`src/rtl/core/jsu_pkg.sv`:
```
// Shared types, constants and helper functions for the JSON string unescaper.
package jsu_pkg;

  localparam logic [7:0] CH_QUOTE     = 8'h22;
  localparam logic [7:0] CH_BSLASH    = 8'h5c;
  localparam logic [7:0] CH_SLASH     = 8'h2f;
  localparam logic [7:0] CH_LOWER_B   = 8'h62;
  localparam logic [7:0] CH_LOWER_F   = 8'h66;
  localparam logic [7:0] CH_LOWER_N   = 8'h6e;
  localparam logic [7:0] CH_LOWER_R   = 8'h72;
  localparam logic [7:0] CH_LOWER_T   = 8'h74;
  localparam logic [7:0] CH_LOWER_U   = 8'h75;
  localparam logic [7:0] CH_SPACE     = 8'h20;
  localparam logic [7:0] LEAD2_MIN    = 8'hc2;
  localparam logic [7:0] LEAD2_MAX    = 8'hdf;
  localparam logic [7:0] LEAD3_MIN    = 8'he0;
  localparam logic [7:0] LEAD3_MAX    = 8'hef;
  localparam logic [7:0] LEAD4_MIN    = 8'hf0;
  localparam logic [7:0] LEAD4_MAX    = 8'hf4;
  localparam logic [7:0] CONT_MASK    = 8'hc0;
  localparam logic [7:0] CONT_TAG     = 8'h80;

  localparam logic [20:0] CP_MAX      = 21'h10ffff;
  localparam logic [20:0] CP_MIN2     = 21'h00080;
  localparam logic [20:0] CP_MIN3     = 21'h00800;
  localparam logic [20:0] CP_MIN4     = 21'h10000;
  localparam logic [20:0] SURR_LO     = 21'h0d800;
  localparam logic [20:0] SURR_HI     = 21'h0dfff;
  localparam logic [15:0] HIGH_SURR_LO = 16'hd800;
  localparam logic [15:0] HIGH_SURR_HI = 16'hdbff;
  localparam logic [15:0] LOW_SURR_LO  = 16'hdc00;
  localparam logic [15:0] LOW_SURR_HI  = 16'hdfff;

  typedef enum logic [3:0] {
    PH_IDLE   = 4'd0,
    PH_BODY   = 4'd1,
    PH_MB     = 4'd2,
    PH_ESC    = 4'd3,
    PH_HEX    = 4'd4,
    PH_EXPBS  = 4'd5,
    PH_EXPU   = 4'd6,
    PH_LOWHEX = 4'd7,
    PH_DONE   = 4'd8,
    PH_ERR    = 4'd9
  } phase_t;

  typedef enum logic [1:0] {
    ST_RUN    = 2'd0,
    ST_CLOSED = 2'd1,
    ST_ERR    = 2'd2
  } status_t;

  typedef struct packed {
    phase_t          phase;
    logic [2:0][7:0] seq_bytes;
    logic [2:0]      seq_length;
    logic [1:0]      seq_remaining;
    logic [20:0]     code_accum;
    logic [2:0]      hex_digits_left;
    logic [9:0]      high_surrogate;
  } jsu_state_t;

  typedef struct packed {
    logic [31:0] bytes;
    logic [2:0]  count;
    status_t     status;
  } jsu_result_t;

  typedef struct packed {
    logic [2:0]  count;
    logic [31:0] bytes;
  } utf8_t;

  // {valid, value}
  function automatic logic [4:0] hex_value(input logic [7:0] b);
    logic [4:0] r;
    r = '0;
    if (b >= 8'h30 && b <= 8'h39) begin
      r = {1'b1, b[3:0]};
    end else if ((b >= 8'h61 && b <= 8'h66) || (b >= 8'h41 && b <= 8'h46)) begin
      r = {1'b1, b[3:0] + 4'd9};
    end
    return r;
  endfunction

  function automatic utf8_t utf8_pack(input logic [20:0] cp);
    utf8_t r;
    r = '0;
    if (cp <= 21'h7f) begin
      r.count = 3'd1;
      r.bytes = {25'd0, cp[6:0]};
    end else if (cp <= 21'h7ff) begin
      r.count = 3'd2;
      r.bytes = {16'd0, 2'b10, cp[5:0], 3'b110, cp[10:6]};
    end else if (cp <= 21'hffff) begin
      r.count = 3'd3;
      r.bytes = {8'd0, 2'b10, cp[5:0], 2'b10, cp[11:6], 4'b1110, cp[15:12]};
    end else begin
      r.count = 3'd4;
      r.bytes = {2'b10, cp[5:0], 2'b10, cp[11:6], 2'b10, cp[17:12], 5'b11110, cp[20:18]};
    end
    return r;
  endfunction

endpackage

```
`src/rtl/core/jsu_step.sv`:
```
// Per-byte decode step: next state and result from current state and one input byte.
module jsu_step
  import jsu_pkg::*;
(
  input  jsu_state_t  cur,
  input  logic [7:0]  in_byte,
  input  logic        sos,
  input  logic        eoi,
  output jsu_state_t  nxt,
  output jsu_result_t res,
  output logic        res_valid
);

  logic        err;
  logic [20:0] mb_acc;
  logic [4:0]  hexv;
  logic [15:0] hex_acc;
  logic [1:0]  seq_idx;
  logic [20:0] pair_cp;
  utf8_t       enc;

  assign mb_acc  = {cur.code_accum[14:0], in_byte[5:0]};
  assign hexv    = hex_value(in_byte);
  assign hex_acc = {cur.code_accum[11:0], hexv[3:0]};
  assign seq_idx = cur.seq_length[1:0] - cur.seq_remaining;
  assign pair_cp = CP_MIN4 + {1'b0, cur.high_surrogate, hex_acc[9:0]};

  always_comb begin
    nxt        = cur;
    res.bytes  = '0;
    res.count  = '0;
    res.status = ST_RUN;
    res_valid  = 1'b1;
    err        = 1'b0;
    enc        = '0;

    if (sos) begin
      nxt.seq_bytes       = '0;
      nxt.seq_length      = '0;
      nxt.seq_remaining   = '0;
      nxt.code_accum      = '0;
      nxt.hex_digits_left = '0;
      nxt.high_surrogate  = '0;
      nxt.phase           = PH_BODY;
      err                 = (in_byte != CH_QUOTE);
    end else begin
      case (cur.phase)
        PH_BODY: begin
          if (in_byte == CH_QUOTE) begin
            nxt.phase  = PH_DONE;
            res.status = ST_CLOSED;
          end else if (in_byte < CH_SPACE) begin
            err = 1'b1;
          end else if (in_byte[7]) begin
            nxt.seq_bytes[0] = in_byte;
            nxt.phase        = PH_MB;
            if (in_byte >= LEAD2_MIN && in_byte <= LEAD2_MAX) begin
              nxt.seq_length    = 3'd2;
              nxt.seq_remaining = 2'd1;
              nxt.code_accum    = {16'd0, in_byte[4:0]};
            end else if (in_byte >= LEAD3_MIN && in_byte <= LEAD3_MAX) begin
              nxt.seq_length    = 3'd3;
              nxt.seq_remaining = 2'd2;
              nxt.code_accum    = {17'd0, in_byte[3:0]};
            end else if (in_byte >= LEAD4_MIN && in_byte <= LEAD4_MAX) begin
              nxt.seq_length    = 3'd4;
              nxt.seq_remaining = 2'd3;
              nxt.code_accum    = {18'd0, in_byte[2:0]};
            end else begin
              err = 1'b1;
            end
          end else if (in_byte == CH_BSLASH) begin
            nxt.phase = PH_ESC;
          end else begin
            res.bytes = {24'd0, in_byte};
            res.count = 3'd1;
          end
        end

        PH_MB: begin
          if ((in_byte & CONT_MASK) != CONT_TAG) begin
            err = 1'b1;
          end else begin
            nxt.code_accum = mb_acc;
            if (cur.seq_remaining > 2'd1) begin
              if (seq_idx != 2'd3) begin
                nxt.seq_bytes[seq_idx] = in_byte;
              end
              nxt.seq_remaining = cur.seq_remaining - 2'd1;
            end else begin
              if (mb_acc > CP_MAX || (mb_acc >= SURR_LO && mb_acc <= SURR_HI)) begin
                err = 1'b1;
              end
              case (cur.seq_length)
                3'd2: begin
                  if (mb_acc < CP_MIN2) err = 1'b1;
                  res.bytes = {16'd0, in_byte, cur.seq_bytes[0]};
                end
                3'd3: begin
                  if (mb_acc < CP_MIN3) err = 1'b1;
                  res.bytes = {8'd0, in_byte, cur.seq_bytes[1], cur.seq_bytes[0]};
                end
                3'd4: begin
                  if (mb_acc < CP_MIN4) err = 1'b1;
                  res.bytes = {in_byte, cur.seq_bytes[2], cur.seq_bytes[1], cur.seq_bytes[0]};
                end
                default: begin
                  err = 1'b1;
                end
              endcase
              res.count         = cur.seq_length;
              nxt.seq_remaining = '0;
              nxt.phase         = PH_BODY;
            end
          end
        end

        PH_ESC: begin
          nxt.phase = PH_BODY;
          res.count = 3'd1;
          case (in_byte)
            CH_QUOTE, CH_BSLASH, CH_SLASH: res.bytes = {24'd0, in_byte};
            CH_LOWER_B: res.bytes = 32'h08;
            CH_LOWER_F: res.bytes = 32'h0c;
            CH_LOWER_N: res.bytes = 32'h0a;
            CH_LOWER_R: res.bytes = 32'h0d;
            CH_LOWER_T: res.bytes = 32'h09;
            CH_LOWER_U: begin
              res.count           = '0;
              nxt.code_accum      = '0;
              nxt.hex_digits_left = 3'd4;
              nxt.phase           = PH_HEX;
            end
            default: begin
              res.count = '0;
              err       = 1'b1;
            end
          endcase
        end

        PH_HEX, PH_LOWHEX: begin
          if (!hexv[4]) begin
            err = 1'b1;
          end else begin
            nxt.code_accum = {5'd0, hex_acc};
            if (cur.hex_digits_left > 3'd1) begin
              nxt.hex_digits_left = cur.hex_digits_left - 3'd1;
            end else begin
              nxt.hex_digits_left = '0;
              if (cur.phase == PH_HEX) begin
                if (hex_acc >= HIGH_SURR_LO && hex_acc <= HIGH_SURR_HI) begin
                  nxt.high_surrogate = hex_acc[9:0];
                  nxt.phase          = PH_EXPBS;
                end else if (hex_acc >= LOW_SURR_LO && hex_acc <= LOW_SURR_HI) begin
                  err = 1'b1;
                end else begin
                  enc       = utf8_pack({5'd0, hex_acc});
                  res.bytes = enc.bytes;
                  res.count = enc.count;
                  nxt.phase = PH_BODY;
                end
              end else begin
                if (hex_acc < LOW_SURR_LO || hex_acc > LOW_SURR_HI) begin
                  err = 1'b1;
                end else begin
                  enc       = utf8_pack(pair_cp);
                  res.bytes = enc.bytes;
                  res.count = enc.count;
                  nxt.phase = PH_BODY;
                end
              end
            end
          end
        end

        PH_EXPBS: begin
          if (in_byte == CH_BSLASH) nxt.phase = PH_EXPU;
          else err = 1'b1;
        end

        PH_EXPU: begin
          if (in_byte == CH_LOWER_U) begin
            nxt.code_accum      = '0;
            nxt.hex_digits_left = 3'd4;
            nxt.phase           = PH_LOWHEX;
          end else begin
            err = 1'b1;
          end
        end

        default: begin
          // idle, closed or failed: byte is dropped, state untouched
          nxt       = cur;
          res_valid = 1'b0;
        end
      endcase
    end

    // string still open at end of input
    if (res_valid && !err && res.status == ST_RUN && eoi) err = 1'b1;

    if (res_valid && err) begin
      nxt.phase  = PH_ERR;
      res.status = ST_ERR;
      res.bytes  = '0;
      res.count  = '0;
    end
  end

endmodule

```
`src/rtl/core/json_string_unescaper_top.sv`:
```
// Top level of the JSON string unescaper: input register, decode step, result register.
//
// Usage:
//   Slave channel s_* carries one raw byte of quoted JSON text per item. s_tuser marks
//   the opening byte of a new string (clears all decode state, byte must be a quote);
//   s_tlast marks the last byte available in the buffer.
//   Master channel m_* carries one result per decoded input byte: up to four UTF-8
//   bytes (first in the lowest eight bits), their count, and a status in m_tuser
//   (running, closing quote seen, malformed or truncated).
//   Bytes that arrive while no string is open (after reset, after the closing quote
//   or after an error) produce no result until the next byte flagged in s_tuser.
// Timing:
//   An accepted item sits in the input register; its result is loaded into the result
//   register as soon as the result register is free or being drained.
//   The decode is a single combinational step, so one item per cycle is sustained while results are taken.
// Reset:
//   rst is synchronous, active high; both registers empty, decoder idle.
// Backpressure:
//   With m_tready low the result holds; the input register still takes one more item,
//   then s_tready drops until the result is taken.
module json_string_unescaper_top
  import jsu_pkg::*;
(
  input  logic        clk,
  input  logic        rst,
  input  logic        s_tvalid,
  output logic        s_tready,
  input  logic [7:0]  s_tdata,   // [7:0] in_byte
  input  logic        s_tuser,   // start_of_string
  input  logic        s_tlast,   // end_of_input
  output logic        m_tvalid,
  input  logic        m_tready,
  output logic [39:0] m_tdata,   // [31:0] decoded_bytes, [34:32] decoded_count, rest zero
  output logic [1:0]  m_tuser    // status
);

  // input register
  logic        in_valid;
  logic [7:0]  in_byte;
  logic        in_sos;
  logic        in_eoi;

  // decode state
  jsu_state_t  st;
  jsu_state_t  st_next;
  jsu_result_t res_next;
  logic        res_fire;

  // result register
  logic        out_valid;
  jsu_result_t out_res;

  logic        advance;

  assign advance  = in_valid && (!out_valid || m_tready);
  assign s_tready = !in_valid || advance;

  jsu_step u_step (
    .cur       (st),
    .in_byte   (in_byte),
    .sos       (in_sos),
    .eoi       (in_eoi),
    .nxt       (st_next),
    .res       (res_next),
    .res_valid (res_fire)
  );

  always_ff @(posedge clk) begin
    if (rst) begin
      in_valid <= 1'b0;
    end else if (s_tready) begin
      in_valid <= s_tvalid;
    end
    if (s_tvalid && s_tready) begin
      in_byte <= s_tdata;
      in_sos  <= s_tuser;
      in_eoi  <= s_tlast;
    end
  end

  always_ff @(posedge clk) begin
    if (rst) begin
      st.phase           <= PH_IDLE;
      st.seq_length      <= '0;
      st.seq_remaining   <= '0;
      st.code_accum      <= '0;
      st.hex_digits_left <= '0;
      st.high_surrogate  <= '0;
    end else if (advance) begin
      st <= st_next;
    end
  end

  always_ff @(posedge clk) begin
    if (rst) begin
      out_valid <= 1'b0;
    end else begin
      if (m_tvalid && m_tready) out_valid <= 1'b0;
      if (advance && res_fire) out_valid <= 1'b1;
    end
    if (advance && res_fire) begin
      out_res <= res_next;
    end
  end

  assign m_tvalid = out_valid;
  assign m_tdata  = {5'd0, out_res.count, out_res.bytes};
  assign m_tuser  = out_res.status;

endmodule

```
`config.mk`:
```
export PLATFORM = sky130hd
export DESIGN_NAME = json_string_unescaper_top
export DESIGN_NICKNAME = d
export VERILOG_FILES = /design/src/rtl/core/jsu_pkg.sv /design/src/rtl/core/jsu_step.sv /design/src/rtl/core/json_string_unescaper_top.sv
export SDC_FILE = /design/constraint.sdc
export NUM_CORES = 1
export LEC_CHECK = 0
export ABC_CLOCK_PERIOD_IN_PS = 3300
export BUFFER_PORTS_ARGS = -buffer_cell sky130_fd_sc_hd__buf_2
export CAP_MARGIN = 10
export CORE_ASPECT_RATIO = 1.2
export CORE_MARGIN = 1
export CORE_UTILIZATION = 40
export DETAILED_ROUTE_END_ITERATION = 7
export GPL_TIMING_DRIVEN = 0
export SYNTH_ARGS = -nofsm -noshare
export SYNTH_HDL_FRONTEND = slang
export SYNTH_SLANG_ARGS = --single-unit
```
`constraint.sdc`:
```
create_clock -name clk -period 3.3 [get_ports clk]
set_clock_uncertainty 0.2 [all_clocks]
set_input_delay 0.495 -clock clk [delete_from_list [all_inputs] [get_ports clk]]
set_output_delay 0.495 -clock clk [all_outputs]
set_load 0.02 [all_outputs]
```
# Word-level counts from Yosys, hierarchy flattened
# Index checks and enable logic that the tools add are counted.
# op_classes
addsub,5
multipliers,0
n_div,0
order_cmp,34
eq_ne,45
shifts,0
mux,99
bitwise,1
n_reduce_logical,57
# op_table
cell,count
2-to-1 mux 35 bit,13
2-to-1 mux 34 bit,5
one-hot mux 35 bit (4 select lines),1
one-hot mux 32 bit (3 select lines),1
one-hot mux 21 bit (4 select lines),1
2-to-1 mux 26 bit,3
2-to-1 mux 24 bit,3
2-to-1 mux 67 bit,1
2-to-1 mux 10 bit,6
== test 8 x 7 -> 1 bit (second input constant),7
2-to-1 mux 4 bit,14
one-hot mux 8 bit (6 select lines),1
less-or-equal comparator 21 x 16 -> 1 bit (second input constant),2
2-to-1 mux 33 bit,1
greater-or-equal comparator 16 bit (second input constant),2
less-or-equal comparator 16 bit (second input constant),2
2-to-1 mux 1 bit,30
2-to-1 mux 28 bit,1
bitwise mux 24 bit,1
greater-or-equal comparator 8 bit (second input constant),3
less-or-equal comparator 8 bit (second input constant),3
one-hot mux 4 bit (6 select lines),1
2-to-1 mux 23 bit,1
adder 17 x 20 -> 21 bit (first input constant),1
72 further kinds,137
# word_totals
ff_bits,110
latchBits,0
mem_bits_rw,0
romBits,0
inputBits,14
output_inout_bits,44
mem_count,0

# Longest topological paths before layout
# Gate-level depths: netlist of the first run.
# depth
depth_word,22
ltp_mapped,12
depth_no_buf,10

# Cells and area by module
# A second synthesis of the first run with hierarchy kept.
# hier_totals
hier_cells,1040
area_unflattened_um2,8318.0
# by_module_without_submodules
mod,instances,cells_per_inst,area_each_um2,seq_area_each_um2
jsu_step,1,754,4413.0,0.0
json_string_unescaper_top,1,286,3905.0,3032.9

# Least setup slack after synthesis of the first run
# OpenSTA, ideal clock, no wires.
# synth_timing
path_kind,register to register
from,register in_byte[1]
to,register out_res (netlist bit m_tdata[10]) (data pin)
setup_ps,176
arrival_ps,3127
path_slack_ps,-203
stages_incl_launch_ff,12
n_path_buf,1
synth_period_minus_slack_ps,3503
cell_sequence,edfxtp_1 > clkbuf_1 > inv_1 > ha_1 > nor3b_1 > a311o_1 > a32oi_1 > o22ai_1 > a2111oi_4 > nand3_1 > or4_4 > o32ai_1
# synth_between
elab_chain_len,21
elab_cells_between_ends,105
# synth_lines
element,line,source
start: declaration,json_string_unescaper_top.sv:39,logic [7:0] in_byte;
start signal: assignment,json_string_unescaper_top.sv:75,in_byte <= s_tdata;
"parallel branches: the longest is 21 deep, another holds adder 17 x 20 -> 21 bit",n/a,
end signal: assignment,json_string_unescaper_top.sv:102,out_res <= res_next;
end: declaration,json_string_unescaper_top.sv:51,jsu_result_t out_res;
# Parallel ways; which one is timed is not known.
# A chain may end at the register's enable or synchronous reset.

# Final worst setup path of the first run
# layout_timing
from,register in_byte[0]
to,register out_res (netlist bit m_tdata[9]) (data pin)
# The elaborated chain is that of the path after synthesis.

==> results of run 1 <==
==> per-layer routing <==
| metal | track usage, % | vias to the layer above | part of all wire, % |
|---|---|---|---|
| met4 | 16.02 | 0 | 4.8 |
| met5 | 0 | - | 0 |
| met1 | 36.00 | 3641 | 41 |
| met3 | 5.899 | 94 | 8.3 |
| li1 | - | 3484 | - |
| met2 | 46.53 | 455 | 46 |
==> worst paths after layout <==
path	from	to	depth (start not counted)
setup / recovery	in_byte[0]	m_tdata[9]	11
hold / removal	s_tdata[2]	in_byte[2]	1
setup reg to reg	in_byte[0]	m_tdata[9]	11
hold reg to reg	st[7]	st[7]	2
==> cells in the final DEF, fill, tap and decap left out, types with 8 or more instances in the layout <==
cell type,Yosys,layout
dfxtp_1,39,39
o22ai_1,14,13
mux2i_1,23,23
inv_1,17,14
a21oi_1,61,57
buf_4,6,43
clkbuf_1,51,40
o21ai_0,31,21
a211oi_1,9,8
nor2b_1,15,14
a31oi_1,12,8
o21ai_1,1,9
o31ai_1,9,9
nor3_1,25,19
a21o_1,10,9
edfxtp_1,71,71
nand4_1,12,12
a22oi_1,42,36
and2_1,9,9
clkbuf_16,0,9
nor2_1,116,110
buf_2,7,58
nand3b_1,16,16
nand3_1,32,28
nand2b_1,11,10
nand2_1,80,77
and3_1,9,9
==> logic make-up after synthesis <==
kind of cell    share of synthesized area, %
mux                                    3.133
xor+xnor                              0.5959
flops                                  39.64
buf+inv                                4.921
fa+ha+maj                              1.703
compound gates                         24.16
other cells                          0.05103
simple gates                           25.80
==> report_power, final <==
group | internal [W] | switching (W) | total [W] | leakage (nW)
clock network | 0.000523 | 0.000557 | 0.00108 | 0.132
registers | 0.00149 | 0.0000199 | 0.00151 | 1.00
logic | 0.000144 | 0.000296 | 0.000441 | 1.92
==> sequential cells by signal, summed over array words and instances (netlist names) <==
| signal | cells |
|---|---|
| in_sos | 1 |
| m_tdata | 35 |
| in_valid | 1 |
| st | 61 |
| in_byte | 8 |
| in_eoi | 1 |
| m_tvalid | 1 |
| m_tuser | 2 |
==> repair_timing <==
action                     CTS  global route
setup endpoints to repair   72            59
pin swaps                   18            34
buffers inserted            26            15
resized for setup           73            66
==> worst reg2reg max path, stage by stage, from the launching register on <==
cell and delay (ns):
edfxtp_1 0.42, clkbuf_8 0.18, clkinvlp_4 0.13, ha_4 0.19
nor3b_2 0.17, a311o_2 0.37, a32oi_1 0.16, o22ai_1 0.13
a2111oi_4 0.31, nand3_2 0.16, or4_4 0.58, o32ai_2 0.22
==> final cells by class <==
type                            instances  share of cell area (%)
Buffer                                 69                   3.781
Tap cell                              220                   3.014
Inverter                               17                  0.7808
Sequential cell                       110                   31.89
Clock buffer                            9                   2.466
Timing Repair Buffer                   93                   6.452
Multi-Input combinational cell        676                   51.00
Clock inverter                          7                  0.6164
==> through the flow <==
step           cells  util (%)  hold slack, ns  instance area, µm²  TNS (ns)
2_1_floorplan    874         -          0.2618                7382         0
3_3_place_gp    1145     44.52          0.2951                7913    -57.63
3_5_place_dp    1146     44.61          0.3014                7929    -40.74
4_1_cts         1187     49.04          0.1005                8716   -0.2145
5_1_grt         1201     51.39          0.1035                9134    -2.722
6_report        1201     51.39          0.1044                9134   -0.5518
==> impl_metrics.yaml, run 1 <==
run_status:
  violations: "setup timing"
  status: "finished with violations"
critical_path:
  end_kind: "flip-flop"
  cp_cell_sequence: "clkbuf_8 -> clkinvlp_4 -> ha_4 -> nor3b_2 -> a311o_2 -> a32oi_1 -> o22ai_1 -> a2111oi_4 -> nand3_2 -> or4_4 -> o32ai_2"
  critPathBufInv: 2
  path_class: "flip-flop to flip-flop"
  cp_max_fo: 4
  rrSetupSlack_ns: -0.08
  worstPathRequired_ns: 3.30
  worstPathArrival_ns: 3.38
  start_kind: "flip-flop"
  cp_slowest_cell: "or4_4"
  critPathMaxStageDelay_ns: 0.58
  path_delay_family: "compound AO/OA/AOI/OAI gates"
synth:
  synth_most_common_cell: "nor2_1"
  yosysUniqueCellTypes: 76
  ys.flop_type: "edfxtp_1"
  synth_area_leaders: "edfxtp_1 (29%), dfxtp_1 (11%), nor2_1 (5.9%), a22oi_1 (4.3%), a21oi_1 (4.2%)"
  synth-seq-cells: 110
  synth-edff-count: 71
  synthesis.area_mm2: 0.007348
  yosys-top-cells-count: "nor2_1 (116), nand2_1 (80), edfxtp_1 (71)"
  avgSynthCellArea_um2: 8.456
  async_reset_ff_share_pct: 0
  synth_top_area_share_pct: 29.01
  synth_cells: 869
  ys_seq_area_share_pct: 39.64
  yosysWarnings: 0
  synth_top_cell_by_area: "edfxtp_1"
drt:
  vias: 7674
  drt_iter0_drc: 1046
  drc_errors: 0
  firstDrtPassIters: 8
  routed_via_density: 6.390
  routed_wirelength_mm: 27.46
  wl_per_cell_um: 22.86
  final_antenna_net_count: 0
timing:
  worst_slack_ns: -0.08112
  clock.fmax_mhz: 295.8
  min_period_ns: 3.381
  rsz0062_at_grt: "yes"
  slew_violations: 0
  setup_viol_count_final: 18
  relSlewSlack_pct: 36.73
  finalHoldViolCount: 0
  tightest_slew_ns: 0.9404
  fin_crit_sh_pct: 102.5
final_layout:
  num_antenna_cells: 0
  multi_input_area_mm2: 0.004658
  drive_gt1_share_pct: 22.83
  fin_nets: 1000
  fillers: 1736
  seqCellArea_mm2: 0.002913
  area_delta_synth_final_pct: 24.30
run:
  drv_cap: 0
power:
  p_leak_nw: 3.059
  power_w: 0.003036
  vdd_ir_drop_max_mv: 0.2273
  power_density_mw_per_mm2: 332.3
cts:
  root_buffer: "clkbuf_16"
  cts_hold_buf: 0
  cts.path.max_buffers: 2
  clk_pin_slew_ns: 0.08
  cts_tree: "done"
  htreeDepth: 3
  worst_skew_pair.late_latency_ns: 0.36
  cts_made_buffers: 9
  clock_sinks: 110
placed_design:
  place.gp.congestion: 0.9291
  place_ws_ns: -1.056
  hpwl_mm: 19.53
  port_buffers: 51
hold_path:
  hp-class: "input pin to flip-flop"
floorplan:
  die_y_um: 150.5
  dieArea_mm2: 0.01892
  rows: 53
  die_w_um: 125.7
  initial_core_util_pct: 41.35
  boundaryPins: 58
  core_mm2: 0.01777
global_route:
  grt_pass1_wl_mm: 40.99
  grt_pass1_vias: 7069
  antenna_found_initial: 0
  grt_overflow: 0
  grtUsageTotal_pct: 28.76
  grt_max_degree: 38
No activity file was read; power rests on OpenSTA's default activity.
==> run 2: changes to the inputs <==
Settings changed: PLACE_DENSITY set to 0.68.
==> impl_metrics.yaml, run 2 (synthesis results as in run 1) <==
floorplan:
  die_w_um: 125.7
  dieArea_mm2: 0.01892
  core_mm2: 0.01777
  rows: 53
  die_y_um: 150.5
  boundaryPins: 58
  initial_core_util_pct: 41.35
global_route:
  grt_max_degree: 38
  grt_pass1_vias: 7060
  grt_overflow: 0
  grtUsageTotal_pct: 28.55
  antenna_found_initial: 0
  grt_pass1_wl_mm: 40.63
cts:
  htreeDepth: 3
  clock_sinks: 110
  cts_tree: "done"
  worst_skew_pair.late_latency_ns: 0.37
  clk_pin_slew_ns: 0.08
  cts.path.max_buffers: 2
  root_buffer: "clkbuf_16"
  cts_made_buffers: 9
  cts_hold_buf: 0
placed_design:
  place_ws_ns: -1.061
  port_buffers: 51
  place.gp.congestion: 0.9915
  hpwl_mm: 19.25
run_status:
  status: "finished with violations"
  violations: "setup timing"
hold_path:
  hp-class: "input pin to flip-flop"
critical_path:
  worstPathRequired_ns: 3.30
  path_class: "flip-flop to flip-flop"
  end_kind: "flip-flop"
  worstPathArrival_ns: 3.36
  start_kind: "flip-flop"
  cp_max_fo: 5
timing:
  finalHoldViolCount: 0
  whs_ns: 0.09109
  tightest_slew_ns: 1.154
  relSlewSlack_pct: 22.60
  rsz0062_at_grt: "yes"
  min_period_ns: 3.369
  setup_viol_count_final: 11
  fin_tns_setup_ns: -0.3506
  slew_violations: 0
  fin_crit_sh_pct: 102.1
  worst_slack_ns: -0.06892
  clock.fmax_mhz: 296.8
final_layout:
  drive_gt1_share_pct: 25.53
  largest_reg_flops: 61
  layout_commonest_cell: "nor2_1"
  num_antenna_cells: 0
  layout_common_cells: "nor2_1 (104), nand2_1 (76), edfxtp_1 (71)"
  utilization_pct: 52.18
  regMostFlops: "st"
  fin_nets: 1002
  area_delta_synth_final_pct: 26.19
power:
  power_w: 0.003176
  power_density_mw_per_mm2: 342.5
  p_leak_nw: 3.088
  vdd_ir_drop_max_mv: 0.2316
drt:
  firstDrtPassIters: 7
  drt_iter0_drc: 1034
  wl_per_cell_um: 23.01
  routed_via_density: 6.476
  vias: 7791
  routed_wirelength_mm: 27.68
  final_antenna_net_count: 0
  drc_errors: 0
run:
  drv_cap: 0
run 2: critical path, stage by stage (launching register included):
cell	delay, ns
edfxtp_1	0.41
or4b_4	0.57
a311oi_1	0.48
o21ai_1	0.25
nor2_2	0.22
nand2_1	0.22
or4_4	0.62
o32ai_2	0.23
run 2: area by class of cell:
cell class	instances	area (µm²)
Multi-Input combinational cell	676	4727
Clock buffer	9	225.2
Fill cell	1651	8499
Clock inverter	7	98.84
Inverter	17	70.07
Tap cell	220	275.3
Sequential cell	110	2913
Timing Repair Buffer	94	609.3
Buffer	70	354.1
run 2: worst paths after layout:
kind	start	to	slack [ns]	cells past startpoint
setup / recovery	in_byte[3]	m_tdata[8]	-0.07	7
hold / removal	s_tlast	in_eoi	0.09	1
setup reg to reg	in_byte[3]	m_tdata[8]	-0.07	7
hold reg to reg	st[7]	st[7]	0.31	2
run 2: where the power goes:
group	total [W]	internal, W	switching, W
Clock	0.00121	0.000613	0.000596
Combinational	0.000454	0.000148	0.000306
Sequential	0.00151	0.00149	0.0000188
Total	0.00318	0.00226	0.000920
run 2: through the flow:
step | cell area [µm²] | instances
finish | 9273 | 1203
global route | 9273 | 1203
CTS | 8757 | 1184
detailed placement | 7929 | 1146
global placement | 7913 | 1145
floorplan | 7382 | 874
run 2: what timing repair did:
item | in CTS | in global routing
pin swaps | 19 | 27
resized for setup | 76 | 95
buffers inserted | 23 | 19
endpoints found under the setup margin | 72 | 70
run 2: metal layers:
| layer | global-route usage [%] | vias up | share of wire (%) |
|---|---|---|---|
| met5 | 0 | - | 0 |
| met4 | 21.27 | 0 | 6.6 |
| met3 | 5.686 | 123 | 10 |
| met2 | 44.69 | 517 | 45 |
| met1 | 35.04 | 3655 | 38 |
| li1 | - | 3496 | - |
